File: config.mk
export PLATFORM = sky130hd
export DESIGN_NAME = chtu_ram
export DESIGN_NICKNAME = d
export VERILOG_FILES = /design/src/hdl/chtu_ram.sv
export SDC_FILE = /design/constraint.sdc
export NUM_CORES = 1
export LEC_CHECK = 0
export BUFFER_PORTS_ARGS = -buffer_cell sky130_fd_sc_hd__clkbuf_2
export CORE_AREA = 2 2 123 149
export CTS_CLUSTER_DIAMETER = 120
export DETAILED_ROUTE_END_ITERATION = 10
export DIE_AREA = 0 0 125 151
export GPL_ROUTABILITY_DRIVEN = 0
export PLACE_DENSITY = 0.48
export SETUP_SLACK_MARGIN = 0.3
export SLEW_MARGIN = 20
export SYNTH_ARGS = -nofsm -noshare
export SYNTH_HDL_FRONTEND = slang
export SYNTH_SLANG_ARGS = --single-unit
File: constraint.sdc
create_clock -name clk_i -period 2.5 [get_ports clk_i]
set_input_delay 0.375 -clock clk_i [delete_from_list [all_inputs] [get_ports clk_i]]
set_output_delay 0.375 -clock clk_i [all_outputs]
set_load 0.05 [all_outputs]
File: src/hdl/chtu_ram.sv
module chtu_ram #(
  parameter int WIDTH = 8,
  parameter int DEPTH = 16
) (
  input  logic                     clk_i,
  input  logic                     we_i,
  input  logic [$clog2(DEPTH)-1:0] waddr_i,
  input  logic [WIDTH-1:0]         wdata_i,
  input  logic [$clog2(DEPTH)-1:0] raddr_i,
  output logic [WIDTH-1:0]         rdata_o
);
  logic [WIDTH-1:0] mem [DEPTH];
  always_ff @(posedge clk_i) begin
    if (we_i) mem[waddr_i] <= wdata_i;
    rdata_o <= mem[raddr_i];
  end
endmodule

==> Word level (Yosys, flattened, before mapping) <==
Memories as Yosys holds them, arrays and structs flattened. A register that Yosys moved wholly into a read port is not among the register bits.
Index checks and enable logic that the tools add are counted.
{ "word_totals": {"reg_bits": 0, "ram_bits": 128, "input_bits": 18, "out_inout_bits": 8, "elab_cells": 3, "n_memories": 1} }
{ "mem_list": {"columns": ["name", "depth", "width", "read_ports", "rd_clocked_by_memory_dff", "write_ports", "line", "rtl"], "rows": [
  ["mem", 16, 8, 1, 1, 1, "12", "logic [WIDTH-1:0] mem [DEPTH];"]
]} }
{ "op_classes": {"n_mux": 2} }
{ "op_table": {"columns": ["operator", "n"], "rows": [
  ["$mux 1", 2]
]} }

==> Longest topological paths before layout <==
Gate-level depths: netlist of run 1.
{ "logic_depth": {"word_depth": 2, "ltp_mapped": 5, "ltp_nobuf": 3} }

==> Least setup slack after synthesis of run 1 <==
Ideal clock, no wire load.
{ "synth_path": {"path_type": "in2reg", "from": "in waddr_i[2]", "to": "mem mem[0][0] (enable)", "setup_ns": 0.383, "arrival_ns": 1.485, "t_required_ns": 2.117, "slack_ns": 0.632, "path_stages": 2, "path_buffers": 0, "cell_sequence": "or3b_2 > nor3_1"} }
{ "synth_rtl": {"columns": ["item", "line", "rtl"], "rows": [
  ["start, declared", "7", "input logic [$clog2(DEPTH)-1:0] waddr_i,"],
  ["end, declared", "12", null]
]} }
Straight into the memory's write port.

==> flow_summary.toml, run 1 <==
[outcome]
status = "complete, no violations"

[power]
p_comb_share_pct = 5.5
clkPwrFrac_pct = 46.3
leakage_nw = 2.10
ir_drop_mv = 0.360
cell_internal_pwr_mw = 4.26
sw_frac_of_total_pct = 20.1
p_per_area_mw_per_mm2 = 855
power_frac_seq_pct = 48.2
p_switching_mw = 1.07

[logic_synthesis]
syn_inst = 229
ys_ff_latch = 136
synthFlopType = "edfxtp_1"
synth_nets = 247
yosysTopAreaCellShare_pct = 74.7
syn_avg_cell_area_um2 = 22.5
synth_most_common_cell = "edfxtp_1"
synth_seq_area_share_pct = 77.8
async_reset_ff_share_pct = 0
synthTopCellsByCount = "128 x edfxtp_1, 18 x mux4_2, 16 x a22oi_1"
synth_cell_types = 19
ys_warn_count = 0
netlist_area_mm2 = 0.00515
synth_largest_area_cell = "edfxtp_1"
synth_edf_count = 128
ys_top_cells_by_area = "edfxtp_1 75%, mux4_2 7.9%, mux4_1 7.1%, dfxtp_1 3.1%, a22oi_1 2.3%"

[drt]
drt_first_pass_iters = 4
via_count = 2426
routedWlPerCell_um = 20.6
vias_per_cell = 4.70
drc = 0
drt_iter0_markers = 124
ant_nets = 0
wl_mm = 10.6

[floorplan]
num_rows = 53
initial_core_util_pct = 29.6
die_w_um = 125
die_h_um = 151
num_io_pins = 26
core_area_mm2 = 0.0174
die_area_mm2 = 0.0189

[final_layout]
instances_no_fill = 516
syn_to_final_growth_pct = 21.0
nNetsFinal = 301
insertedDiodeCount = 0
utilization_pct = 35.8
drive_gt1_share_pct = 31.1
fin_area_mm2 = 0.00623

[cts]
numCtsBuffers = 17
tritoncts = "done"
clock_path_buffers = 2
clock-sinks = 136
post-cts-setup-buffers = 0
hold_buffers = 0
cts_max_level = 4
path_clk_slew_ps = 60
cts_resized = 0
clk_latency_ps = 420
cts_root_buf = "clkbuf_16"

[worst_setup_path]
crit_fanout = 18
arrival_ps = 1860
rrSetupSlack_ps = 1030
crit_required_ps = 2790
worst_setup_path_start_kind = "input pin"
path_class = "in -> reg"
rr_worst_depth = 3
end_kind = "flop"

[timing]
fmaxAchievable_mhz = 640
finalSetupTns_ps = 0
slew_violations = 0
setup_viol = 0
tightest_slew_ps = 737
relSlewSlack_pct = 50.7
post-route-min-period_ps = 1560
fin_crit_sh_pct = 62.5
rsz0062_at_grt = "no"
finalHoldViolCount = 0
final.setup_skew_ps = 13.5

[placement]
placed_cell_area_mm2 = 0.00564
io_buffers = 25
dp.cells = 484
dp_hpwl_mm = 6.84

[global_route]
antenna_found_initial = 0
grt_max_degree = 33
grt_pass1_wl_mm = 16.5
grt_overflow = 0
grt.total_usage_pct = 12.3
grt_pass1_vias = 2614

[hold_path]
hold_class = "in -> reg"
min_path_cells = 1

[run]
maxCapViolations = 0
[flip-flops by register name, indices dropped and copies added, names as in the netlist]
name     cells
rdata_o      8
mem        128
[path summary, 6_finish.rpt]
kind                                    to       start
worst max-delay path            rdata_o[3]  raddr_i[0]
worst min-delay path             mem[4][1]  wdata_i[1]
worst max register to register  rdata_o[1]   mem[1][1]
worst min register to register  rdata_o[2]  mem[12][2]
[logic make-up (layout without fill, tap and decap cells)]
logic type      Yosys count  after routing  share of synthesized area [%]
compound gates           16             16                           2.33
buf+inv                  10             77                           1.68
flops                   136            136                           77.8
mux                      32             32                           15.0
simple gates             35             35                           3.18
[metrics by stage]
step	hold WS [ps]	total power, mW	setup slack [ps]
3_3_place_gp	655	2.91	519
5_1_grt	419	5.52	887
3_5_place_dp	672	2.91	523
2_1_floorplan	474	2.79	632
6_report	390	5.33	936
4_1_cts	385	5.39	965
[placed cells by master (no fill, tap or decap), drive strengths merged]
cell type  Yosys  layout
nand3          1       1
nor3           4       4
buf            7      20
nor2          13      13
edfxtp       128     128
and2           1       1
or3b           1       1
a22oi         16      16
nand2b         2       2
nor2b          1       1
nand3b         2       2
and2b          1       1
nand2          9       9
clkinvlp       0       1
dfxtp          8       8
mux4          32      32
clkbuf         0      46
clkinv         0       7
bufinv         0       3
[final cells by class]
type	count	area (um2)
well taps	220	275
clock buffers	21	460
repair buffers	45	300
flip-flops and latches	136	4000
multi-input cells	83	1060
fillers	1620	11100
clock inverters	11	130
[power by group through the flow]
stage	logic (mW)	registers (mW)	clock network (mW)
floorplan	0.129	2.66	0
global placement	0.295	2.61	0
detailed placement	0.297	2.61	0
CTS	0.298	2.57	2.53
global route	0.313	2.57	2.64
finish	0.291	2.57	2.47
[worst max-delay path: stages]
cell and delay, ps:
clkbuf_2 270, buf_12 240, mux4_1 560, a22oi_1 300, nand2_1 90
[per-layer routing]
metal | up-vias | part of all wire (%) | track usage [%]
met4 | 0 | 1.2 | 5.33
met1 | 1273 | 46 | 16.3
li1 | 1079 | - | -
met3 | 13 | 4.1 | 3.67
met5 | - | 0 | 0
met2 | 61 | 48 | 18.9
No activity file was read; power rests on OpenSTA's default activity.
==> run 2: changes to the inputs <==
==> constraint.sdc (replaced) <==
create_clock -name clk_i -period 1.5 [get_ports clk_i]
set_input_delay 0.225 -clock clk_i [delete_from_list [all_inputs] [get_ports clk_i]]
set_output_delay 0.225 -clock clk_i [all_outputs]
set_load 0.05 [all_outputs]
==> flow_summary.toml, run 2 (same netlist as run 1, synthesis figures left out) <==
[worst_setup_path]
worstReg2RegStart = "mem[3][4]"
crit_required_ps = 1790
path_class = "reg -> reg"
slowest_delay_ps = 480
end_kind = "flop"
worstReg2RegEnd = "rdata_o[4]"
arrival_ps = 1550
crit_family = "multiplexers"
crit_chain = "mux4_2 -> a22oi_2 -> nand2_1"
critPathBufInv = 0
rrSetupSlack_ps = 240
crit_fanout = 1
critPathSlowestCell = "mux4_2"
rr_worst_depth = 3
worst_setup_path_start_kind = "flop"

[timing]
rsz0062_at_grt = "yes"
fmaxAchievable_mhz = 796
setup_viol = 0
fin_crit_sh_pct = 83.8
post-route-min-period_ps = 1260
tightest_slew_ps = 1060
slew_violations = 0
layout_setup_ws_ps = 243
final.setup_skew_ps = 5.35
relSlewSlack_pct = 28.7
finalHoldViolCount = 0

[floorplan]
die_h_um = 151
num_io_pins = 26
core_area_mm2 = 0.0174
die_area_mm2 = 0.0189
die_w_um = 125
num_rows = 53
initial_core_util_pct = 29.6

[final_layout]
insertedDiodeCount = 0
drive_gt1_share_pct = 44.1
fill_cells = 1592
final_common_cell = "edfxtp_1"
utilization_pct = 37.7
top_register = "mem"
nNetsFinal = 309
largest_registers = "mem (128), rdata_o (8)"
largest_reg_flops = 128
syn_to_final_growth_pct = 27.3
final_cell_mix = "128 x edfxtp_1, 32 x mux4_2, 19 x buf_4"

[cts]
numCtsBuffers = 17
hold_buffers = 0
clock-sinks = 136
cts_max_level = 4
clk_latency_ps = 400
clock_path_buffers = 2
cts_root_buf = "clkbuf_16"
tritoncts = "done"
path_clk_slew_ps = 60

[hold_path]
hold_start = "wdata_i[3]"
min_path_cells = 1
hold_class = "in -> reg"
holdPathEnd = "mem[12][3]"

[drt]
vias_per_cell = 4.54
via_count = 2381
drt_first_pass_iters = 4
routedWlPerCell_um = 20.1
drt_iter0_markers = 225
wl_mm = 10.5
drc = 0
ant_nets = 0

[power]
finalPower_mw = 9.54
p_per_area_mw_per_mm2 = 1460
ir_drop_mv = 0.790
leakage_nw = 2.17

[global_route]
antenna_found_initial = 0
grt.total_usage_pct = 12.1
grt_pass1_vias = 2621
grt_pass1_wl_mm = 16.3
grt_max_degree = 19
grt_overflow = 0

[placement]
io_buffers = 25
dp_hpwl_mm = 7.13
dp_slack_ps = -186

[outcome]
status = "complete, no violations"

[run]
maxCapViolations = 0
==> run 2: worst max-delay path by stage <==
stage	from	to	slack, ps	cells past startpoint
after global placement	raddr_i[0]	rdata_o[2]	-200	6
final	mem[3][4]	rdata_o[4]	240	3
after floorplan	waddr_i[2]	mem[0][0]	140	2
after detailed placement	raddr_i[0]	rdata_o[2]	-190	6
after CTS	mem[3][2]	rdata_o[2]	250	3
after global routing	mem[3][2]	rdata_o[2]	170	3
==> run 2: per-layer routing <==
metal,part of all wire [%],global-route usage [%],up-vias
met3,3.0,2.61,9
met4,1.3,5.50,0
met5,0,0,-
met1,43,14.4,1248
met2,53,21.1,43
li1,-,-,1081
==> run 2: layout make-up <==
class | count | area, um2 | share of cell area (%)
clock inverters | 10 | 188 | 2.86
repair buffers | 53 | 493 | 7.52
multi-input cells | 83 | 1100 | 16.7
clock buffers | 22 | 494 | 7.54
well taps | 220 | 275 | 4.20
flip-flops and latches | 136 | 4010 | 61.1
==> run 2: what timing repair did <==
action,CTS,global route
setup buffers,0,0
pin swaps,7,2
setup endpoints to repair,16,9
resized for setup,20,1
==> run 2: report_power, final <==
part           total [mW]  switching [mW]  leakage [nW]  internal [mW]
sequential           4.27          0.0232          1.22           4.25
clock                4.71            1.53         0.329           3.18
combinational       0.556           0.329         0.619          0.226
==> run 2: stage by stage <==
stage / std cells / hold WS (ps) / TNS [ps] / area [um2]
2_1_floorplan: 229 / 324 / 0 / 5180
3_3_place_gp: 492 / 647 / -610 / 5800
3_5_place_dp: 492 / 652 / -678 / 5800
4_1_cts: 524 / 240 / 0 / 6550
5_1_grt: 524 / 274 / 0 / 6550
6_report: 524 / 249 / 0 / 6550
