$ cat src/hdl/chtu_pkg.sv
package chtu_pkg;
  localparam int NUM_BUCKETS_DEF = 1024;
  localparam int MAX_ENTRIES_DEF = 1024;
  localparam int VALUE_WIDTH_DEF = 32;
  localparam int KEY_W = 64;
  localparam int CNT_W = 11;
  localparam logic [CNT_W-1:0] BUCKET_RESET = 11'd1021;

  localparam logic [1:0] REQ_INSERT = 2'd0;
  localparam logic [1:0] REQ_LOOKUP = 2'd1;
  localparam logic [1:0] REQ_REMOVE = 2'd2;

  localparam logic [1:0] ST_DONE = 2'd0;
  localparam logic [1:0] ST_MISSING = 2'd1;
  localparam logic [1:0] ST_FULL = 2'd2;

  localparam logic [0:0] REG_BUCKET_COUNT = 1'b0;

  typedef enum logic [3:0] {
    S_IDLE, S_CLEAR, S_DIV, S_HEAD_RD, S_HEAD_WT, S_CHECK, S_ENT_WT,
    S_INSERT, S_REMOVE, S_FREE_WT, S_OUT
  } state_e;
endpackage

$ cat src/hdl/chtu_divider.sv
// Restoring remainder, one quotient bit per cycle.
module chtu_divider #(
  parameter int DIV_W = 11
) (
  input  logic                      clk_i,
  input  logic                      rst_ni,
  input  logic                      start_i,
  input  logic [chtu_pkg::KEY_W-1:0] dividend_i,
  input  logic [DIV_W-1:0]          divisor_i,
  output logic                      done_o,
  output logic [DIV_W-1:0]          rem_o
);
  import chtu_pkg::*;
  localparam int IW = $clog2(KEY_W + 1);
  logic [KEY_W-1:0] sh_q, sh_d;
  logic [DIV_W:0]   rem_q, rem_d;
  logic [DIV_W-1:0] dv_q, dv_d;
  logic [IW-1:0]    cnt_q, cnt_d;
  logic             busy_q, busy_d;
  logic             done_q;
  logic [DIV_W:0]   trial;

  always_comb begin
    sh_d = sh_q; rem_d = rem_q; dv_d = dv_q; cnt_d = cnt_q; busy_d = busy_q;
    trial = {rem_q[DIV_W-1:0], sh_q[KEY_W-1]};
    if (start_i) begin
      sh_d = dividend_i; rem_d = '0; dv_d = divisor_i;
      cnt_d = IW'(KEY_W); busy_d = 1'b1;
    end else if (busy_q) begin
      sh_d = {sh_q[KEY_W-2:0], 1'b0};
      rem_d = (trial >= {1'b0, dv_q}) ? trial - {1'b0, dv_q} : trial;
      cnt_d = cnt_q - 1'b1;
      if (cnt_q == IW'(1)) busy_d = 1'b0;
    end
  end

  always_ff @(posedge clk_i or negedge rst_ni) begin
    if (!rst_ni) begin
      busy_q <= 1'b0; cnt_q <= '0; done_q <= 1'b0;
    end else begin
      busy_q <= busy_d; cnt_q <= cnt_d; done_q <= busy_q && !busy_d;
    end
  end
  always_ff @(posedge clk_i) begin
    sh_q <= sh_d; rem_q <= rem_d; dv_q <= dv_d;
  end
  assign done_o = done_q;
  assign rem_o = rem_q[DIV_W-1:0];
endmodule

$ cat config.mk
export PLATFORM = sky130hd
export DESIGN_NAME = chtu_divider
export DESIGN_NICKNAME = d
export VERILOG_FILES = /design/src/hdl/chtu_pkg.sv /design/src/hdl/chtu_divider.sv
export SDC_FILE = /design/constraint.sdc
export NUM_CORES = 1
export LEC_CHECK = 0
export BUFFER_PORTS_ARGS = -buffer_cell sky130_fd_sc_hd__buf_2
export CAP_MARGIN = 10
export CORE_ASPECT_RATIO = 0.6
export CORE_UTILIZATION = 55
export CTS_CLUSTER_DIAMETER = 200
export DETAILED_ROUTE_END_ITERATION = 12
export PLACE_DENSITY = 0.8
export SETUP_SLACK_MARGIN = 0.5
export SYNTH_ARGS = -nofsm -noshare
export SYNTH_HDL_FRONTEND = slang
export SYNTH_SLANG_ARGS = --single-unit
$ cat constraint.sdc
create_clock -name clk_i -period 2.85 [get_ports clk_i]
set_input_delay 0.4275 -clock clk_i [delete_from_list [all_inputs] [get_ports clk_i]]
set_output_delay 0.4275 -clock clk_i [all_outputs]
set_load 0.1 [all_outputs]
Word level (Yosys, flattened, before mapping)
Index checks and enable logic that the tools add are counted.

word-level totals
  word-level logic and storage cells = 21
  register bits after elaboration = 95
  bits of input ports = 78
  output and inout bits = 12

operators by class
  add/sub/neg operators = 2
  equal/unequal tests = 1
  multiplexer cells = 8
  reduce and logical (&&, ||, !) cells = 3
  magnitude comparators = 1

operator list
  cell                   count
  $mux W64               2
  $mux W7                2
  $ge A12 B11 Y1         1
  $mux W11               1
  $sub A11 B11 Y11       1
  $eq A7 B1 Y1 const B   1
  $sub A7 B1 Y7 const B  1
  $mux W1                3
  $reduce_bool A2 Y1     1
  $logic_and A1 B1 Y1    1
  $logic_not A1 Y1       1

Logic depth before layout (Yosys ltp)
Gate-level depths: netlist of run 1.

  word-level depth = 6
  mapped depth = 10
  depth with buffers taken out = 9

Least setup slack after synthesis of run 1
Ideal clock, no wire load.

  kind = flip-flop to flip-flop
  start point = reg rem_q[0]
  end point = reg rem_q[0]
  arrival time = 2.980 ns
  clock period less this slack = 3.060 ns
  library setup time = 0.080 ns
  stages on the path, launching flop included = 9
  data required time = 2.770 ns
  path slack = -0.210 ns
  buffers on the path = 0
  cells stage by stage = dfxtp_1 inv_1 fa_1 nand2b_2 a21oi_4 a41oi_1 o31ai_4 mux2_4 a211oi_2

between the ends
  cells in the longest elaborated chain, start to end = 2

RTL lines
  item                      line                RTL
  start: declaration        chtu_divider.sv:16  logic [DIV_W:0] rem_q, rem_d;
  start signal: assignment  chtu_divider.sv:45  sh_q <= sh_d; rem_q <= rem_d; dv_q <= dv_d;
  $ge A12 B11 Y1            chtu_divider.sv:31  rem_d = (trial >= {1'b0, dv_q}) ? trial - {1'b0, dv_q} : trial;
  $mux W11                  chtu_divider.sv:31

Every way passes these cells.
A chain may end at the register's enable or synchronous reset.

Final worst setup path of run 1
  start point = reg rem_q[2]
  end point = reg rem_q[10]

between the ends
  cells in the longest elaborated chain, start to end = 2
  elaborated cells on any way between the ends = 3
  those cells by class = 1 x add/sub; 1 x order compare; 1 x mux

RTL lines
  item                                                line
  $sub A11 B11 Y11 or $ge A12 B11 Y1 (tied branches)  chtu_divider.sv:31
  $mux W11 (*)                                        chtu_divider.sv:31

Mark *: on every way between the ends. The rest lies on a longest branch, timed or not.

==> flow_summary.json, run 1 <==
{
  "status": "complete, no violations",
  "worst_pin_slew_ns": 0.507,
  "clkTransAtPathRegs_ns": 0.06,
  "critPathBufInv": 1,
  "crit_chain": "ha_1 -> nor2_1 -> a21oi_4 -> buf_4 -> a211o_2 -> a211oi_1 -> xnor2_1 -> a31o_2",
  "syn_nets": 412,
  "timing.critical_path.from": "rem_q[2]$_SDFFE_PP0P_",
  "hold_path.startpoint": "divisor_i[3]",
  "mostFrequentLayoutCell": "buf_2",
  "drive_above_1_share": 0.485,
  "finClkSkew_ns": 0.00910,
  "hold_violations": 0,
  "synth_top_area_frac": 0.497,
  "grt_antenna_before_repair": 0,
  "worst-setup-path-type": "reg -> reg",
  "postRouteAntennaNets": 0,
  "ioPinCount": 90,
  "slowest_delay_ns": 0.40,
  "hold_end": "dv_q[3]$_DFFE_PP_",
  "ys_seq_elements": 95,
  "grt_pass1_vias": 2776,
  "routed_wl_um": 9070,
  "yosys.area.top_type": "edfxtp_1",
  "multiInputGateArea_mm2": 0.00172,
  "cts_tree": "built",
  "power_density_mw_per_mm2": 926,
  "clkLatencyLatePin_ns": 0.33,
  "cts_inserted_buffers": 9,
  "synth-main-ff-cell": "edfxtp_1",
  "setup_viol": 0,
  "critPathRequiredTime_ns": 3.08,
  "maxSlewViolCount": 0,
  "wl_per_cell_um": 17.0,
  "grtUsageTotal": 0.216,
  "fmax_ghz": 0.425,
  "htreeDepth": 3,
  "worst_setup_path_end_kind": "flop",
  "synth_compound_area_frac": 0.0690,
  "holdWs_ns": 0.268,
  "clock_sinks": 95,
  "r2r_end": "rem_q[10]$_SDFFE_PP0P_",
  "hpwl_um": 6190,
  "rows": 25,
  "synth-simple-area-share": 0.0651,
  "ys_seq_area_frac": 0.595,
  "area_growth_pct": 22.2,
  "fin_crit_sh": 0.825,
  "syn_area_mm2": 0.00454,
  "synth_edf_count": 75,
  "synth_warnings": 0,
  "die-area_mm2": 0.00863,
  "initial_core_util": 0.571,
  "first_pass_iters": 4,
  "hold_path_depth": 1,
  "root_buffer": "clkbuf_16",
  "nFillCells": 569,
  "grt-ovfl-total": 0,
  "vias": 2889,
  "place_congestion": 0.976,
  "rsz0062_at_grt": "yes",
  "ys_async_sr_fraction": 0.0947,
  "synth_fa_ha_area_frac": 0.0403,
  "cap_viol_max_count": 0,
  "synth-xor-area-share": 0.0251,
  "clock_path_buffers": 2,
  "grt_start_max_net_pins": 65,
  "peakVddDrop_mv": 0.548,
  "arrival_ns": 2.58,
  "muxShareOfSynthArea": 0.173,
  "portBuffers": 89,
  "area.sequential_mm2": 0.00272,
  "synth_area_leaders": "edfxtp_1, mux2_2, dfrtp_1",
  "tns_ns": 0,
  "coreArea_mm2": 0.00795,
  "grt_pass1_wl_um": 13900,
  "syn_avg_cell_area_um2": 14.2,
  "drc": 0,
  "synth_top_family_by_area": "multiplexers",
  "hold_path_class": "in -> reg",
  "slowest_stage": "ha_1",
  "reg2regPathDepth": 8,
  "slew-limit-headroom": 0.664,
  "min_period_ns": 2.35,
  "synth_cell_types": 52,
  "syn-instance-count": 320,
  "drt_iter0_markers": 213,
  "critical-path-top-delay-family": "compound AO/OA/AOI/OAI gates",
  "crit_fanout": 5,
  "routed_via_density": 5.41,
  "die_h_um": 72.3,
  "power_leakage_uw": 0.00231,
  "nNetsFinal": 512,
  "final_cell_mix": "buf_2, edfxtp_1, mux2_2",
  "worst-r2r-setup-slack_ns": 0.50,
  "worstSetupStartpointType": "flop",
  "regToRegStartpoint": "rem_q[2]$_SDFFE_PP0P_",
  "fp.dieW_um": 119
}
-- synthesized netlist by cell type (2+ instances only) --
library cell	instances
mux2i_1	6
dfrtp_1	9
nand2b_1	4
dfxtp_1	11
xor2_1	6
buf_6	2
nand2_1	9
nor3_1	3
nor3b_1	2
ha_1	13
mux2_2	63
nor2b_1	4
a21o_1	2
clkbuf_1	7
a21oi_1	7
o21ai_0	4
a211oi_1	9
edfxtp_1	75
nor2_1	23
buf_4	4
xnor2_1	7
nor4_1	2
inv_1	15
nand3_1	5
-- registers in the layout, indices dropped and copies added, names as in the netlist --
| register | count |
|---|---|
| busy_q | 1 |
| sh_q | 64 |
| dv_q | 11 |
| done_o | 1 |
| cnt_q | 7 |
| rem_q | 11 |
-- worst max path at each step --
stage,end,cells past startpoint
floorplan,rem_q[0]$_SDFFE_PP0P_,8
global placement,rem_q[0]$_SDFFE_PP0P_,10
detailed placement,rem_q[0]$_SDFFE_PP0P_,10
CTS,rem_q[10]$_SDFFE_PP0P_,10
global route,rem_q[10]$_SDFFE_PP0P_,9
finish,rem_q[10]$_SDFFE_PP0P_,8
-- per-layer routing --
metal / up-vias / track usage / wire (um)
met5: - / 0 / 0
met3: 11 / 0.0841 / 722
li1: 1390 / - / -
met1: 1392 / 0.297 / 4210
met2: 96 / 0.318 / 4050
met4: 0 / 0.0689 / 91
-- worst reg2reg max path, delay by kind of cell (launching register included) --
kind                       cells  cell delay (ns)
and+or+nand+nor                1             0.28
AOI/OAI and AO/OA              4             0.95
DFF                            1             0.34
buffers and inverters          1             0.15
xor gates and xnor gates       1             0.13
adders and majority gates      1             0.40
-- area by class of cell --
| cell class | instances | share of cell area |
|---|---|---|
| repair buffers | 104 | 0.107 |
| clock buffers | 12 | 0.0445 |
| multi-input cells | 195 | 0.311 |
| well taps | 108 | 0.0244 |
| inverters | 15 | 0.0102 |
| diodes | 1 | 0.000451 |
| clock inverters | 4 | 0.0129 |
| flip-flops and latches | 95 | 0.490 |
-- what timing repair did --
action	4_1_cts	5_1_grt
endpoints found under the hold margin	9	0
setup endpoints to repair	2	8
gates resized for setup	1	4
setup buffers	5	3
pin swaps	1	0
hold buffers	1	0
-- power breakdown --
group          internal, uW  switching [uW]
logic                   746            1160
clock network           791             484
registers              1790             164
total                  3320            1810
-- kinds of logic (layout without fill, tap and decap cells) --
| group | count (synthesis) | count (layout) |
|---|---|---|
| DFF | 95 | 95 |
| muxes | 70 | 70 |
| and+or+nand+nor | 59 | 59 |
| AOI/OAI and AO/OA | 39 | 39 |
| buffers and inverters | 30 | 135 |
| adders and majority gates | 14 | 14 |
| xor gates and xnor gates | 13 | 13 |
| other | 0 | 1 |
-- stage by stage --
stage	instances	utilization	total power (uW)	setup slack [ns]	area, um^2
6_report	534	0.698	5130	0.498	5540
3_5_place_dp	508	0.646	3720	0.395	5130
4_1_cts	530	0.692	5090	0.507	5500
2_1_floorplan	320	-	3360	0.502	4570
5_1_grt	533	0.697	5360	0.445	5540
3_3_place_gp	508	0.646	3670	0.504	5130
No activity file was read; power rests on OpenSTA's default activity.
==> run 2, diff against run 1 <==
--- a/config.mk
+++ b/config.mk
@@ -8,10 +8,10 @@
 export BUFFER_PORTS_ARGS = -buffer_cell sky130_fd_sc_hd__buf_2
 export CAP_MARGIN = 10
 export CORE_ASPECT_RATIO = 0.6
-export CORE_UTILIZATION = 55
+export CORE_UTILIZATION = 50
 export CTS_CLUSTER_DIAMETER = 200
 export DETAILED_ROUTE_END_ITERATION = 12
-export PLACE_DENSITY = 0.8
+export PLACE_DENSITY = 0.76
 export SETUP_SLACK_MARGIN = 0.5
 export SYNTH_ARGS = -nofsm -noshare
 export SYNTH_HDL_FRONTEND = slang
==> constraint.sdc (replaced) <==
create_clock -name clk_i -period 2 [get_ports clk_i]
set_input_delay 0.3 -clock clk_i [delete_from_list [all_inputs] [get_ports clk_i]]
set_output_delay 0.3 -clock clk_i [all_outputs]
set_load 0.1 [all_outputs]
==> run 2 against run 1 <==
  * The flow now finishes with violations (design-rule violations, negative setup slack)
  * Combinational power rose by 60%
  * Clock skew is 0.0025 ns lower
  * Worst setup slack worse by 0.74 ns
  * Count of clock-buffer cells in the layout decreased by 2
  * Hold slack worse by 0.13 ns
  * Maximum frequency up 5.0%
  * Design area is 5.2% higher
  * First-iteration DRC count did not move
  * Non-clock buffer count increased by 28
  * Largest cell class unchanged
==> flow_summary.json, run 2 (synthesis gave the netlist of run 1 again) <==
{
  "status": "finished, violations left",
  "violations": "design-rule violations, negative setup slack",
  "routed_via_density": 5.27,
  "nNetsFinal": 540,
  "fin_crit_sh": 1.12,
  "fin_ws_ns": -0.240,
  "worstSetupStartpointType": "flop",
  "coreArea_mm2": 0.00865,
  "grt_start_max_net_pins": 65,
  "setup_viol": 11,
  "num_antenna_cells": 0,
  "clock_sinks": 95,
  "routed_wl_um": 9140,
  "critPathRequiredTime_ns": 2.27,
  "final_cell_mix": "buf_2, edfxtp_1, mux2_2",
  "grt_pass1_wl_um": 14100,
  "hpwl_um": 6520,
  "die_h_um": 75.8,
  "grt-ovfl-total": 0,
  "min_period_ns": 2.24,
  "mostFrequentLayoutCell": "buf_2",
  "hold_path_class": "in -> reg",
  "drc": 6,
  "root_buffer": "clkbuf_16",
  "grtUsageTotal": 0.200,
  "cap_viol_max_count": 0,
  "worst_setup_path_end_kind": "flop",
  "fmax_ghz": 0.446,
  "worst-setup-path-type": "reg -> reg",
  "hold_violations": 0,
  "tns_ns": -2.38,
  "regMostFlops": "sh_q",
  "cts_inserted_buffers": 9,
  "reg_top3": "sh_q x64, dv_q x11, rem_q x11",
  "crit_fanout": 7,
  "place_congestion": 0.847,
  "first_pass_iters": 8,
  "wl_per_cell_um": 16.2,
  "power_leakage_uw": 0.00246,
  "clkTransAtPathRegs_ns": 0.07,
  "portBuffers": 89,
  "arrival_ns": 2.51,
  "drive_above_1_share": 0.532,
  "power_density_mw_per_mm2": 1310,
  "grt_antenna_before_repair": 0,
  "cts_tree": "built",
  "fp.dieW_um": 125,
  "die-area_mm2": 0.00947,
  "stdcell_count": 565,
  "vias": 2980,
  "initial_core_util": 0.524,
  "postRouteAntennaNets": 0,
  "largest_reg_flops": 64,
  "clock_path_buffers": 2,
  "rsz0062_at_grt": "yes",
  "dp_cells": 546,
  "maxSlewViolCount": 0,
  "finClkSkew_ns": 0.00658,
  "clkLatencyLatePin_ns": 0.33,
  "ioPinCount": 90,
  "rows": 26,
  "slew-limit-headroom": 0.676,
  "htreeDepth": 3,
  "area_growth_pct": 28.6,
  "peakVddDrop_mv": 0.766,
  "worst_pin_slew_ns": 0.489,
  "grt_pass1_vias": 2796,
  "drt_iter0_markers": 213
}
-- run 2: cell types whose count changed in the layout (fill, tap and decap cells not counted), sizes merged --
cell and delta:
inv -1, buf +28, clkbuf -2, diode -1, clkinv +3
-- run 2: area by class of cell --
| class | count | area, um^2 |
|---|---|---|
| clock buffer | 10 | 229 |
| clock inverter | 6 | 86.3 |
| fill | 623 | 2820 |
| inverter | 15 | 60.1 |
| multi-input combinational | 195 | 1770 |
| sequential | 95 | 2730 |
| tap | 112 | 140 |
| timing repair buffer | 132 | 822 |
-- run 2: worst max-delay path, stage by stage (launching register included) --
cell and delay, ns:
edfxtp_1 0.37, ha_2 0.21, fa_2 0.35, nand2b_4 0.17, a21oi_4 0.14, a41oi_2 0.06
o31ai_4 0.32, buf_6 0.20, mux2i_1 0.20, a22o_1 0.15
-- run 2: path summary, 6_finish.rpt --
path	start	endpoint	slack [ns]	cells past startpoint
max	dv_q[0]$_DFFE_PP_	rem_q[1]$_SDFFE_PP0P_	-0.24	9
min	divisor_i[9]	dv_q[9]$_DFFE_PP_	0.14	1
max reg2reg	dv_q[0]$_DFFE_PP_	rem_q[1]$_SDFFE_PP0P_	-0.24	9
min reg2reg	rem_q[9]$_SDFFE_PP0P_	rem_q[9]$_SDFFE_PP0P_	0.52	2
max in group asynchronous	rst_ni	cnt_q[2]$_DFFE_PN0P_	1.48	2
min in group asynchronous	rst_ni	cnt_q[4]$_DFFE_PN0P_	0.34	2
-- run 2: per-layer routing --
metal  up-vias  track usage  part of all wire
met3         9       0.0702             0.060
met2        72        0.299              0.44
met1      1442        0.277              0.49
met4         0       0.0637            0.0094
li1       1457            -                 -
met5         -            0                 0
-- run 2: where the power goes --
| group | switching [uW] | internal [uW] |
|---|---|---|
| sequential | 201 | 2560 |
| combinational | 1740 | 1310 |
| clock | 711 | 1090 |
-- run 2: metrics by stage --
stage | hold WS [ns] | util | cell area (um^2) | total power [uW] | worst slack, ns
after floorplan | 0.00441 | - | 4630 | 4840 | -0.243
after global placement | 0.164 | 0.629 | 5450 | 5610 | -0.223
after detailed placement | 0.167 | 0.629 | 5450 | 5690 | -0.306
after CTS | 0.125 | 0.672 | 5820 | 7620 | -0.292
after global routing | 0.119 | 0.674 | 5830 | 8000 | -0.341
final | 0.138 | 0.674 | 5830 | 7620 | -0.240
-- run 2: repair_timing --
item                                    in CTS  in global routing
pin swaps                                    5                  1
resized for setup                           10                  4
buffers inserted                             2                  0
endpoints found under the setup margin      19                 11
hold endpoints to repair                     9                  0
hold buffers                                 1                  0
==> run 3, diff against run 2 <==
--- a/config.mk
+++ b/config.mk
@@ -10,8 +10,10 @@
 export CORE_ASPECT_RATIO = 0.6
 export CORE_UTILIZATION = 50
 export CTS_CLUSTER_DIAMETER = 200
+export CTS_CLUSTER_SIZE = 30
 export DETAILED_ROUTE_END_ITERATION = 12
-export PLACE_DENSITY = 0.76
+export GPL_TIMING_DRIVEN = 0
+export PLACE_DENSITY = 0.75
 export SETUP_SLACK_MARGIN = 0.5
 export SYNTH_ARGS = -nofsm -noshare
 export SYNTH_HDL_FRONTEND = slang
==> run 3 against run 2 <==
  * Global-route usage rose by 0.27 points
  * Maximum frequency shrank 3.8%
  * First-iteration DRC count decreased by 0.94%
  * Core utilization down 0.93 points
  * Largest power group unchanged
  * Clock skew up 0.0015 ns
  * Critical path depth stayed put
  * Via count down 1.0%
  * Largest cell class unchanged
  * Hold slack got worse by 0.0064 ns
  * Sequential share of layout area grew 0.65 points
  * The flow still finishes with violations (design-rule violations, negative setup slack)
  * Highest routed layer unchanged
==> flow_summary.json, run 3 (synthesis gave the netlist of run 1 again) <==
{
  "status": "finished, violations left",
  "violations": "design-rule violations, negative setup slack",
  "power_leakage_uw": 0.00240,
  "routed_wl_um": 9560,
  "hold_violations": 0,
  "arrival_ns": 2.59,
  "nNetsFinal": 528,
  "grtUsageTotal": 0.203,
  "grt_pass1_wl_um": 14200,
  "portBuffers": 89,
  "die-area_mm2": 0.00947,
  "clkLatencyLatePin_ns": 0.34,
  "grt_antenna_before_repair": 0,
  "routed_via_density": 5.35,
  "area_growth_pct": 26.8,
  "postRouteAntennaNets": 0,
  "worstSetupStartpointType": "flop",
  "tns_ns": -2.99,
  "fp.dieW_um": 125,
  "fin_util": 0.665,
  "drive_above_1_share": 0.526,
  "fin_crit_sh": 1.16,
  "drc": 8,
  "largest_reg_flops": 64,
  "root_buffer": "clkbuf_16",
  "worst-setup-path-type": "reg -> reg",
  "clkTransAtPathRegs_ns": 0.07,
  "fin_ws_ns": -0.329,
  "clock_path_buffers": 2,
  "finClkSkew_ns": 0.00806,
  "maxSlewViolCount": 0,
  "first_pass_iters": 9,
  "mostFrequentLayoutCell": "buf_2",
  "cts_inserted_buffers": 9,
  "hold_path_class": "in -> reg",
  "hpwl_um": 6570,
  "wl_per_cell_um": 17.3,
  "setup_viol": 11,
  "dp_cells": 522,
  "fin_area_mm2": 0.00575,
  "ioPinCount": 90,
  "crit_fanout": 5,
  "drt_iter0_markers": 211,
  "rsz0062_at_grt": "yes",
  "slew-limit-headroom": 0.618,
  "place_congestion": 0.904,
  "cts_tree": "built",
  "cap_viol_max_count": 0,
  "initial_core_util": 0.524,
  "grt-ovfl-total": 0,
  "final_cell_mix": "buf_2, edfxtp_1, mux2_2",
  "regMostFlops": "sh_q",
  "grt_start_max_net_pins": 38,
  "worst_setup_path_end_kind": "flop",
  "worst_pin_slew_ns": 0.574,
  "critPathRequiredTime_ns": 2.26,
  "power_density_mw_per_mm2": 1320,
  "fmax_ghz": 0.429,
  "fin_total_pwr_uw": 7590,
  "rows": 26,
  "vias": 2950,
  "reg_top3": "sh_q x64, dv_q x11, rem_q x11",
  "grt_pass1_vias": 2757,
  "min_period_ns": 2.33,
  "peakVddDrop_mv": 0.869,
  "stdcell_count": 551,
  "num_antenna_cells": 0,
  "coreArea_mm2": 0.00865,
  "die_h_um": 75.8,
  "clock_sinks": 95,
  "htreeDepth": 3,
  "place_area_mm2": 0.00524
}
-- run 3: cell count changes in the layout (fill, tap and decap cells not counted), moves of 4 or more --
cell,change
buf_4,-35
buf_2,+12
buf_6,+5
clkbuf_2,+4
-- run 3: layout make-up --
cell class,count,area (um^2)
Fill cell,635,2900
Sequential cell,95,2730
Multi-Input combinational cell,195,1800
Timing Repair Buffer,104,584
Clock buffer,9,225
Tap cell,112,140
Clock inverter,5,108
Buffer,15,104
Inverter,15,60.1
Timing Repair inverter,1,7.51
-- run 3: final timing paths --
| check | from | to | slack [ns] | cells after the start |
|---|---|---|---|---|
| setup / recovery | dv_q[0]$_DFFE_PP_ | rem_q[0]$_SDFFE_PP0P_ | -0.33 | 9 |
| hold / removal | divisor_i[1] | dv_q[1]$_DFFE_PP_ | 0.13 | 1 |
| setup reg to reg | dv_q[0]$_DFFE_PP_ | rem_q[0]$_SDFFE_PP0P_ | -0.33 | 9 |
| hold reg to reg | rem_q[3]$_SDFFE_PP0P_ | rem_q[3]$_SDFFE_PP0P_ | 0.51 | 2 |
| max in group asynchronous | rst_ni | cnt_q[3]$_DFFE_PN0P_ | 1.48 | 2 |
| min in group asynchronous | rst_ni | cnt_q[0]$_DFFE_PN0P_ | 0.34 | 2 |
-- run 3: what timing repair did --
item | 4_1_cts | 5_1_grt
pin swaps | 5 | 7
buffers inserted | 10 | 2
resized for setup | 15 | 10
hold endpoints to repair | 9 | 0
gates cloned | 2 | 0
setup endpoints to repair | 128 | 12
hold buffers | 1 | 0
-- run 3: per-layer routing --
metal,track usage,vias to the layer above,routed length (um)
li1,-,1424,-
met1,0.282,1413,4530
met2,0.297,100,4200
met3,0.0730,13,719
met4,0.0732,0,103
met5,0,-,0
-- run 3: critical path: stages, from the launching register on --
cell	delay [ns]
edfxtp_1	0.47
ha_4	0.21
fa_2	0.33
nand2b_4	0.16
a21oi_4	0.15
a41oi_2	0.07
o31ai_4	0.21
buf_6	0.16
mux2_4	0.30
a211oi_2	0.18
-- run 3: power breakdown --
part,total [uW],internal [uW],switching [uW]
combinational,2870,1150,1720
sequential,2780,2560,224
clock,1940,1210,726
-- run 3: stage by stage --
step / hold WS, ns / worst slack [ns]
final: 0.132 / -0.329
after global routing: 0.120 / -0.375
after CTS: 0.118 / -0.337
after detailed placement: 0.165 / -0.550
after global placement: 0.160 / -0.743
after floorplan: 0.00441 / -0.243
